### src/rtl/ecmu_pkg.sv
// Shared types, constants and functions for the edge coverage map update block.
// No dependencies; every other file imports this package.
`default_nettype none
package ecmu_pkg;

  localparam int unsigned MAP_ENTRIES_DEF = 65536;
  localparam int unsigned MAX_NGRAM_DEF   = 16;

  localparam int unsigned ID_W   = 16;
  localparam int unsigned CNT_W  = 8;
  localparam int unsigned HL_W   = 4;
  localparam int unsigned CFG_AW = 4;
  localparam int unsigned CFG_DW = 32;

  localparam logic OP_HIT  = 1'b0;
  localparam logic OP_READ = 1'b1;

  localparam logic [1:0] REG_HIST_LEN   = 2'd0;
  localparam logic [1:0] REG_NEVER_ZERO = 2'd1;
  localparam logic [1:0] REG_CTX_EN     = 2'd2;

  typedef struct packed {
    logic [HL_W-1:0] hist_len;
    logic            never_zero;
    logic            ctx_en;
  } cfg_t;

  typedef struct packed {
    logic rd_en;
    logic wr_en;
  } map_ctl_t;

  typedef enum logic [1:0] {
    ST_CLEAR,
    ST_IDLE,
    ST_INDEX,
    ST_UPDATE
  } state_t;

  // reduce a 16-bit index modulo the map size (at least 256 entries)
  function automatic logic [ID_W-1:0] map_reduce(input logic [ID_W-1:0] v,
                                                 input int unsigned m);
    logic [31:0] r;
    logic [31:0] d;
    r = {16'b0, v};
    for (int k = 7; k >= 0; k--) begin
      d = 32'(m) << k;
      if (r >= d) begin
        r = r - d;
      end
    end
    return r[ID_W-1:0];
  endfunction

endpackage
`default_nettype wire

### src/rtl/ecmu_regs.sv
// Configuration register file behind the APB-style port.
// Depends on ecmu_pkg for cfg_t and register codes.
`default_nettype none
module ecmu_regs (
  input  logic                         clk,
  input  logic                         rst,
  input  logic                         psel,
  input  logic                         penable,
  input  logic                         pwrite,
  input  logic [ecmu_pkg::CFG_AW-1:0]  paddr,
  input  logic [ecmu_pkg::CFG_DW-1:0]  pwdata,
  output logic [ecmu_pkg::CFG_DW-1:0]  prdata,
  output logic                         pready,
  output ecmu_pkg::cfg_t               cfg
);
  import ecmu_pkg::*;

  logic       wr;
  logic [1:0] reg_sel;

  assign pready  = 1'b1;
  assign wr      = psel && penable && pwrite && pready;
  assign reg_sel = paddr[3:2];

  always_ff @(posedge clk) begin
    if (rst) begin
      cfg.hist_len   <= HL_W'(1);
      cfg.never_zero <= 1'b1;
      cfg.ctx_en     <= 1'b0;
    end else if (wr) begin
      unique case (reg_sel)
        REG_HIST_LEN:   cfg.hist_len   <= pwdata[HL_W-1:0];
        REG_NEVER_ZERO: cfg.never_zero <= pwdata[0];
        REG_CTX_EN:     cfg.ctx_en     <= pwdata[0];
        default: ;
      endcase
    end
  end

  always_comb begin
    unique case (reg_sel)
      REG_HIST_LEN:   prdata = CFG_DW'(cfg.hist_len);
      REG_NEVER_ZERO: prdata = CFG_DW'(cfg.never_zero);
      REG_CTX_EN:     prdata = CFG_DW'(cfg.ctx_en);
      default:        prdata = '0;
    endcase
  end

endmodule
`default_nettype wire

### config.mk
export PLATFORM = sky130hd
export DESIGN_NAME = ecmu_regs
export DESIGN_NICKNAME = d
export VERILOG_FILES = /design/src/rtl/ecmu_pkg.sv /design/src/rtl/ecmu_regs.sv
export SDC_FILE = /design/constraint.sdc
export NUM_CORES = 1
export LEC_CHECK = 0
export BUFFER_PORTS_ARGS = -buffer_cell sky130_fd_sc_hd__buf_2
export CAP_MARGIN = 20
export CELL_PAD_IN_SITES_DETAIL_PLACEMENT = 0
export CELL_PAD_IN_SITES_GLOBAL_PLACEMENT = 1
export CORE_AREA = 2 2 59 61
export CTS_CLUSTER_DIAMETER = 30
export CTS_CLUSTER_SIZE = 14
export DETAILED_ROUTE_END_ITERATION = 16
export DIE_AREA = 0 0 61 63
export PLACE_DENSITY_LB_ADDON = 0.1
export SKIP_CTS_REPAIR_TIMING = 1
export SYNTH_ARGS = -nofsm -noshare
export SYNTH_HDL_FRONTEND = slang
export SYNTH_SLANG_ARGS = --single-unit
export TNS_END_PERCENT = 10
### constraint.sdc
create_clock -name clk -period 1.5 [get_ports clk]
set_input_delay 0.375 -clock clk [delete_from_list [all_inputs] [get_ports clk]]
set_output_delay 0.375 -clock clk [all_outputs]
set_load 0.05 [all_outputs]
==> run metrics <==
outcome finished, final reports clean; max reg flops 6; Slew Limit Fails 0; Worst Skew 0 ns; final WL 1.04 mm; CP startpoint kind primary input; Seq/Total Area, Yosys 20.8%; fmax about 690 MHz; drc violations 0; Worst Setup Path Type in -> out; critical-path maximum fanout 5; largest registers cfg: 6 flops; total congestion overflow 0; reg2reg start cfg[0]; Routed Antenna Nets 0; WL/cell 7.54 um; Clk Latency, worst-skew pair around 0.24 ns; mean post-synth cell area 8.61 sq um; first-pass GRT wire length 1.54 mm; largest net degree at the start of global routing 12; synthesis-to-layout area growth 22.8%; first drt pass iteration count 2; fillers 374; top_reg_cell synth dfxtp_1; Port Buf Inserts 20; area leader, netlist buf_4; Iter 0 DRT Violations 6; clock buffer depth 2; Via Count 416; Largest Register cfg; CP endpoint prdata[0]; Seq. cell area 124 sq um; leakage power 0.343 nW; CP Cell Sequence clkbuf_4 > mux2i_1 > buf_4 > o22ai_4 > buf_6; min cycle time layout 1.44 ns; Post-Place Cells 135; worst vdd ir 151 uV; row count 21; CP required 1.12 ns; vias per cell 3.01; Root Buffer clkbuf_4; RD Place Congestion 0.619; reg-to-reg endpoint cfg[0]; power per cell area 774 nW/um^2; Total GRT Usage 5.52%; vias in the first global route roughly 370; Max Cap Viol 0; CTS Sinks 6; initial antenna violation count 0; share of the synthesized area in the top cell type 37.7%; Final Hold Viols 0; Worst Reg-to-Reg Cells 3; CTS tree done; Layout Nets 135; Crit path largest cell delay 0.20 ns; Area contributors post-synth buf_4 (38%), dfxtp_1 (21%), mux2i_1 (10%); Crit. End Element output port; clock-pin slew on the worst setup and hold paths 0.05 ns; CP Launch Point paddr[2]; Crit path arrival time 1.07 ns; Slowest-stage cell, CP mux2i_1; CTS Buf Count 3; htree depth 1; RSZ-0062 raised after global routing no; Hold Path Class in -> reg; total core area 3230 sq um; Ant. Diodes 0; DP Wirelength 889 um; Fin Setup TNS 0 ns; Vert. Die Dim 63 um; layout cells sized above 1 roughly two fifths; most instantiated cells after synthesis buf_4 (29), dfxtp_1 (6), mux2i_1 (6), nand2b_1 (6), nor2_1 (4); top-count cell post-synth buf_4; FF-to-FF setup slack 0.76 ns; Setup Viol. Count Final 0; Tcrit/Tclk final 96.1%; multi-input logic area ~340 sq um; Distinct cells, synth 17; #FFs+latches synth 6; non-filler instance count after layout 138; asr flop ratio synth 0%; Ys Warns 0; Die W slightly above 60 um; Mapped Area 577 sq um; total power roughly 0.55 mW; I/O pins 80; Die Area 3840 sq um; initial cell density of the core 17.8%; Post-Synthesis Cells 67; EDFF count, synth 0
-- cell families (layout without fill, tap and decap cells) --
family,Yosys count,count (layout),share of synthesized area (%)
buffers and inverters,32,30,39.7
and+or+nand+nor,18,18,23.0
muxes,6,6,10.4
DFF,6,6,20.8
AOI/OAI and AO/OA,3,3,4.77
other,2,29,1.30
-- how the worst min path moves through the flow --
stage | start | end | slack [ns] | cells past startpoint
after detailed placement | cfg[4] | cfg[4] | 0.48 | 2
after global placement | cfg[5] | cfg[5] | 0.47 | 2
after global routing | pwdata[2] | cfg[4] | 0.41 | 3
after floorplan | pwdata[0] | cfg[0] | 0.53 | 2
after CTS | pwdata[2] | cfg[4] | 0.38 | 3
final | pwdata[2] | cfg[4] | 0.39 | 3
-- cell type report --
class	instances	area share, %
repair buffers	25	21.7
well taps	46	8.13
clock buffers	3	3.18
multi-input cells	56	48.4
inverters	2	1.06
flip-flops and latches	6	17.5
-- critical path, delay by kind of cell --
family | cells | cell delay [ns]
multiplexers | 1 | 0.20
AO/OA/AOI/OAI | 1 | 0.05
buffers and inverters | 3 | 0.44
-- placed cells by master, fill, tap and decap left out --
cell	netlist	layout
dfxtp_1	6	3
mux2i_1	6	6
dfxtp_2	0	3
o41ai_2	1	1
o22ai_4	0	1
nor2b_1	1	1
o21ai_1	1	1
clkbuf_4	0	4
nor2_1	4	4
conb_1	2	29
nand2b_1	6	6
buf_6	0	1
nand3_4	1	1
buf_4	29	8
nor3b_2	1	1
buf_2	0	15
and2_1	3	3
inv_1	2	2
nor3_4	1	1
nand2b_2	1	1
-- per-stage QoR --
step / utilization [%] / hold WS [ns] / area [sq um] / worst slack [ns]
global placement: 20.7 / 0.470 / 669 / -0.0687
global route: 21.9 / 0.412 / 708 / 0.00751
floorplan: - / 0.525 / 696 / -0.00324
detailed placement: 20.7 / 0.477 / 669 / -0.0544
CTS: 21.4 / 0.384 / 692 / -0.0589
finish: 21.9 / 0.394 / 708 / 0.0585
-- routing by layer --
layer	vias up	GRT usage (%)	part of all wire [%]	routed length, um
li1	208	-	-	-
met1	177	6.47	43	443
met2	29	8.47	47	490
met3	2	0.621	7.9	82
met4	0	4.89	2.2	23
met5	-	0	0	0
-- report_power, final --
part	switching [mW]	internal, mW
Sequential	0.00136	0.162
Clock	0.0573	0.0905
Combinational	0.202	0.0349
Total	0.260	0.288
(Power assumes the default switching activity.)
