<file path="src/rtl/ecmu_pkg.sv">
// Shared types, constants and functions for the edge coverage map update block.
// No dependencies; every other file imports this package.
`default_nettype none
package ecmu_pkg;

  localparam int unsigned MAP_ENTRIES_DEF = 65536;
  localparam int unsigned MAX_NGRAM_DEF   = 16;

  localparam int unsigned ID_W   = 16;
  localparam int unsigned CNT_W  = 8;
  localparam int unsigned HL_W   = 4;
  localparam int unsigned CFG_AW = 4;
  localparam int unsigned CFG_DW = 32;

  localparam logic OP_HIT  = 1'b0;
  localparam logic OP_READ = 1'b1;

  localparam logic [1:0] REG_HIST_LEN   = 2'd0;
  localparam logic [1:0] REG_NEVER_ZERO = 2'd1;
  localparam logic [1:0] REG_CTX_EN     = 2'd2;

  typedef struct packed {
    logic [HL_W-1:0] hist_len;
    logic            never_zero;
    logic            ctx_en;
  } cfg_t;

  typedef struct packed {
    logic rd_en;
    logic wr_en;
  } map_ctl_t;

  typedef enum logic [1:0] {
    ST_CLEAR,
    ST_IDLE,
    ST_INDEX,
    ST_UPDATE
  } state_t;

  // reduce a 16-bit index modulo the map size (at least 256 entries)
  function automatic logic [ID_W-1:0] map_reduce(input logic [ID_W-1:0] v,
                                                 input int unsigned m);
    logic [31:0] r;
    logic [31:0] d;
    r = {16'b0, v};
    for (int k = 7; k >= 0; k--) begin
      d = 32'(m) << k;
      if (r >= d) begin
        r = r - d;
      end
    end
    return r[ID_W-1:0];
  endfunction

endpackage
`default_nettype wire

</file>
<file path="src/rtl/ecmu_hist.sv">
// Block id history shift line and masked XOR reduction of its newest entries.
// Depends on ecmu_pkg for widths.
`default_nettype none
module ecmu_hist #(
  parameter int unsigned MAX_NGRAM = ecmu_pkg::MAX_NGRAM_DEF
) (
  input  logic                        clk,
  input  logic                        rst,
  input  logic                        push,
  input  logic [ecmu_pkg::ID_W-1:0]   push_id,
  input  logic [ecmu_pkg::HL_W-1:0]   hist_len,
  output logic [ecmu_pkg::ID_W-1:0]   hist_xor
);
  import ecmu_pkg::*;

  localparam int unsigned HD = MAX_NGRAM - 1;

  logic [ID_W-1:0] hist [HD];
  logic [HD-1:0]   sel;
  logic [HD-1:0]   col [ID_W];

  always_ff @(posedge clk) begin
    if (rst) begin
      for (int i = 0; i < int'(HD); i++) begin
        hist[i] <= '0;
      end
    end else if (push) begin
      hist[0] <= {1'b0, push_id[ID_W-1:1]};
      for (int i = 1; i < int'(HD); i++) begin
        hist[i] <= hist[i-1];
      end
    end
  end

  always_comb begin
    for (int i = 0; i < int'(HD); i++) begin
      sel[i] = (i == 0) || (i < int'(hist_len));
    end
    for (int b = 0; b < int'(ID_W); b++) begin
      for (int i = 0; i < int'(HD); i++) begin
        col[b][i] = hist[i][b] & sel[i];
      end
      hist_xor[b] = ^col[b];
    end
  end

endmodule
`default_nettype wire

</file>
<file path="config.mk">
export PLATFORM = sky130hd
export DESIGN_NAME = ecmu_hist
export DESIGN_NICKNAME = d
export VERILOG_FILES = /design/src/rtl/ecmu_pkg.sv /design/src/rtl/ecmu_hist.sv
export SDC_FILE = /design/constraint.sdc
export NUM_CORES = 1
export LEC_CHECK = 0
export ABC_AREA = 0
export BUFFER_PORTS_ARGS = -buffer_cell sky130_fd_sc_hd__buf_2
export CAP_MARGIN = 25
export CELL_PAD_IN_SITES_DETAIL_PLACEMENT = 0
export CELL_PAD_IN_SITES_GLOBAL_PLACEMENT = 1
export CORE_ASPECT_RATIO = 1.5
export CORE_MARGIN = 4
export CORE_UTILIZATION = 47
export DETAILED_ROUTE_END_ITERATION = 8
export GPL_ROUTABILITY_DRIVEN = 0
export GPL_TIMING_DRIVEN = 0
export PLACE_DENSITY = 0.83
export SLEW_MARGIN = 20
export SYNTH_ARGS = -nofsm -noshare
export SYNTH_HDL_FRONTEND = slang
export SYNTH_SLANG_ARGS = --single-unit
</file>
<file path="constraint.sdc">
create_clock -name clk -period 4.77 [get_ports clk]
set_clock_uncertainty 0.15 [all_clocks]
set_input_delay 0.7155 -clock clk [delete_from_list [all_inputs] [get_ports clk]]
set_output_delay 0.7155 -clock clk [all_outputs]
set_load 0.01 [all_outputs]
</file>
==> results_dict.tcl <==
set metrics [dict create \
    outcome "completed" \
    crit_fanout 10 \
    max_stage_delay_ps 810 \
    synth_top_area_frac 0.532 \
    synthArstFlopShare 0 \
    layout_common_cells "edfxtp_1 (225), and2_1 (151), nor2b_1 (80), xnor2_1 (65), buf_2 (57)" \
    chipHeight_um 209 \
    drv_cap 0 \
    reg_top3 "hist (225)" \
    tritoncts "built" \
    startpoint_type "input port" \
    power_density_nw_per_um2 364 \
    core_um2 26600 \
    peakVddDrop_uv 296 \
    clkLatencyLatePin_ps 540 \
    cp.required_ps 3900 \
    cts_buffers 23 \
    ys_ff_latch 225 \
    ctsResizeCount 0 \
    vias_per_cell 5.97 \
    placed_cells 1433 \
    drc 0 \
    antenna_found_initial 1 \
    wl_um 36400 \
    yosys.cell_types.count 73 \
    largest_register_ffs 225 \
    drv_slew 0 \
    tightest_slew_ps 954 \
    n_antenna_cell 0 \
    min_period_ps 4210 \
    instances_no_fill 1474 \
    wl_per_cell_um 24.7 \
    relSlewSlack 0.364 \
    regMostFlops "hist" \
    final_common_cell "edfxtp_1" \
    nFillCells 2269 \
    max_freq_ghz 0.238 \
    final_nets 1144 \
    die-area_um2 29700 \
    grt_usage 0.243 \
    clk_pin_slew_worst_paths_ps 60 \
    path_cells "buf_2 > buf_4 > buf_4 > clkinv_1 > nor3_1 > a22oi_1 > xnor3_1 > buf_2" \
    yosysSeqAreaShare 0.532 \
    synth_area_leaders "edfxtp_1 (53%), and2_1 (7.4%), xnor2_1 (4.5%)" \
    leakage_nw 5.30 \
    num_io_pins 39 \
    drtPass1Iterations 6 \
    arrival_ps 3340 \
    layout-drive-gt1-share 0.128 \
    rsz0062_at_grt "no" \
    slowest_stage "nor3_1" \
    cts.sinks 225 \
    grt_pass1_vias 8606 \
    setup_violations 0 \
    synthCells 1057 \
    gr-total-overflow 0 \
    grt_max_degree 54 \
    syn2layout_area_growth_pct 11.0 \
    whs_ps 305 \
    grt_first_pass_wirelength_um 54100 \
    hp-class "in -> reg" \
    fin_crit_sh 0.882 \
    setup.worst_path.end_class "primary output" \
    drtIter0Drc 993 \
    die_w_um 142 \
    cts.htree.levels 1 \
    synth_edf_count 225 \
    io_buffers 35 \
    multiInputGateArea_um2 5410 \
    root_buffer "clkbuf_16" \
    syn_area_per_cell_um2 12.0 \
    cts.path.max_buffers 3 \
    holdBufCountCts 0 \
    ff_latch_area_um2 6760 \
    synth_fp_nets 1080 \
    vias 8800 \
    final_hold_viol_count 0 \
    post-dp-hpwl_um 25400 \
    synth_largest_area_cell "edfxtp_1" \
    initial_core_util 0.477 \
    drtAntennaViolNets 0 \
    num_rows 73 \
    yosysWarnings 0 \
    path_class "in -> out" \
    synthFlopType "edfxtp_1" \
    syn_area_um2 12700 \
    cts_setup_buffers 0 \
]
-- final timing paths --
check                            from                       end  slack, ps  cells after the start
max                       hist_len[2]               hist_xor[6]        560                      8
min                        push_id[2]  hist[0][1]$_SDFFCE_PN0P_        300                      2
max reg2reg  hist[1][1]$_SDFFCE_PN0P_  hist[2][1]$_SDFFCE_PN0P_       3650                      1
min reg2reg  hist[4][5]$_SDFFCE_PN0P_  hist[5][5]$_SDFFCE_PN0P_        400                      1
-- Yosys cell counts (all sizes together), types with 17 or more instances --
master / count
xnor2: 65
edfxtp: 225
a22oi: 35
nand3: 25
nor2b: 80
clkbuf: 26
a32oi: 21
and2: 151
o21ai: 36
nor2: 18
xor2: 46
buf: 50
nand2b: 17
nand2: 40
a21oi: 33
-- through the flow --
step | total power, mW | utilization | TNS [ps] | worst slack, ps | cell area [um2]
6_report | 5.12 | 0.530 | 0 | 563 | 14100
5_1_grt | 5.28 | 0.530 | 0 | 529 | 14100
4_1_cts | 5.13 | 0.530 | 0 | 589 | 14100
2_1_floorplan | 3.09 | - | 0 | 87.6 | 12700
3_5_place_dp | 3.41 | 0.504 | 0 | 601 | 13400
3_3_place_gp | 3.40 | 0.500 | -435170 | -1960 | 13300
-- layer usage --
| layer | vias up | routed length, um | global-route usage |
|---|---|---|---|
| met1 | 4320 | 14800 | 0.328 |
| li1 | 3988 | - | - |
| met3 | 75 | 2840 | 0.0283 |
| met5 | - | 0 | 0 |
| met4 | 0 | 1370 | 0.0950 |
| met2 | 417 | 17400 | 0.402 |
-- where the power goes --
part / total (mW) / switching [mW] / internal [mW]
sequential: 2.45 / 0.119 / 2.33
combinational: 0.937 / 0.507 / 0.430
clock: 1.74 / 0.795 / 0.940
-- kinds of logic (layout without fill, tap and decap cells) --
group | count (synthesis) | count (layout) | share of synthesized area
multiplexers | 15 | 15 | 0.0120
AND/OR/NAND/NOR | 391 | 391 | 0.186
other | 1 | 1 | 0.000295
adder cells (fa/ha/maj) | 5 | 5 | 0.00394
flip-flops | 225 | 225 | 0.532
XOR/XNOR | 127 | 127 | 0.105
buffers and inverters | 91 | 171 | 0.0415
AO/OA/AOI/OAI | 202 | 202 | 0.119
-- worst max-delay path, delay by kind of cell --
kind	cells	cell delay, ps
buffers and inverters	5	1300
AOI/OAI and AO/OA	1	210
xor gates and xnor gates	1	290
and+or+nand+nor	1	810
-- layout make-up --
class | instances | area share
plain buffers | 76 | 0.0334
clock buffers | 29 | 0.0425
clock inverters | 12 | 0.00586
inverters | 15 | 0.00400
multi-input cells | 741 | 0.384
flip-flops and latches | 225 | 0.480
well taps | 337 | 0.0299
repair buffers | 39 | 0.0203
No activity file was read; power rests on OpenSTA's default activity.
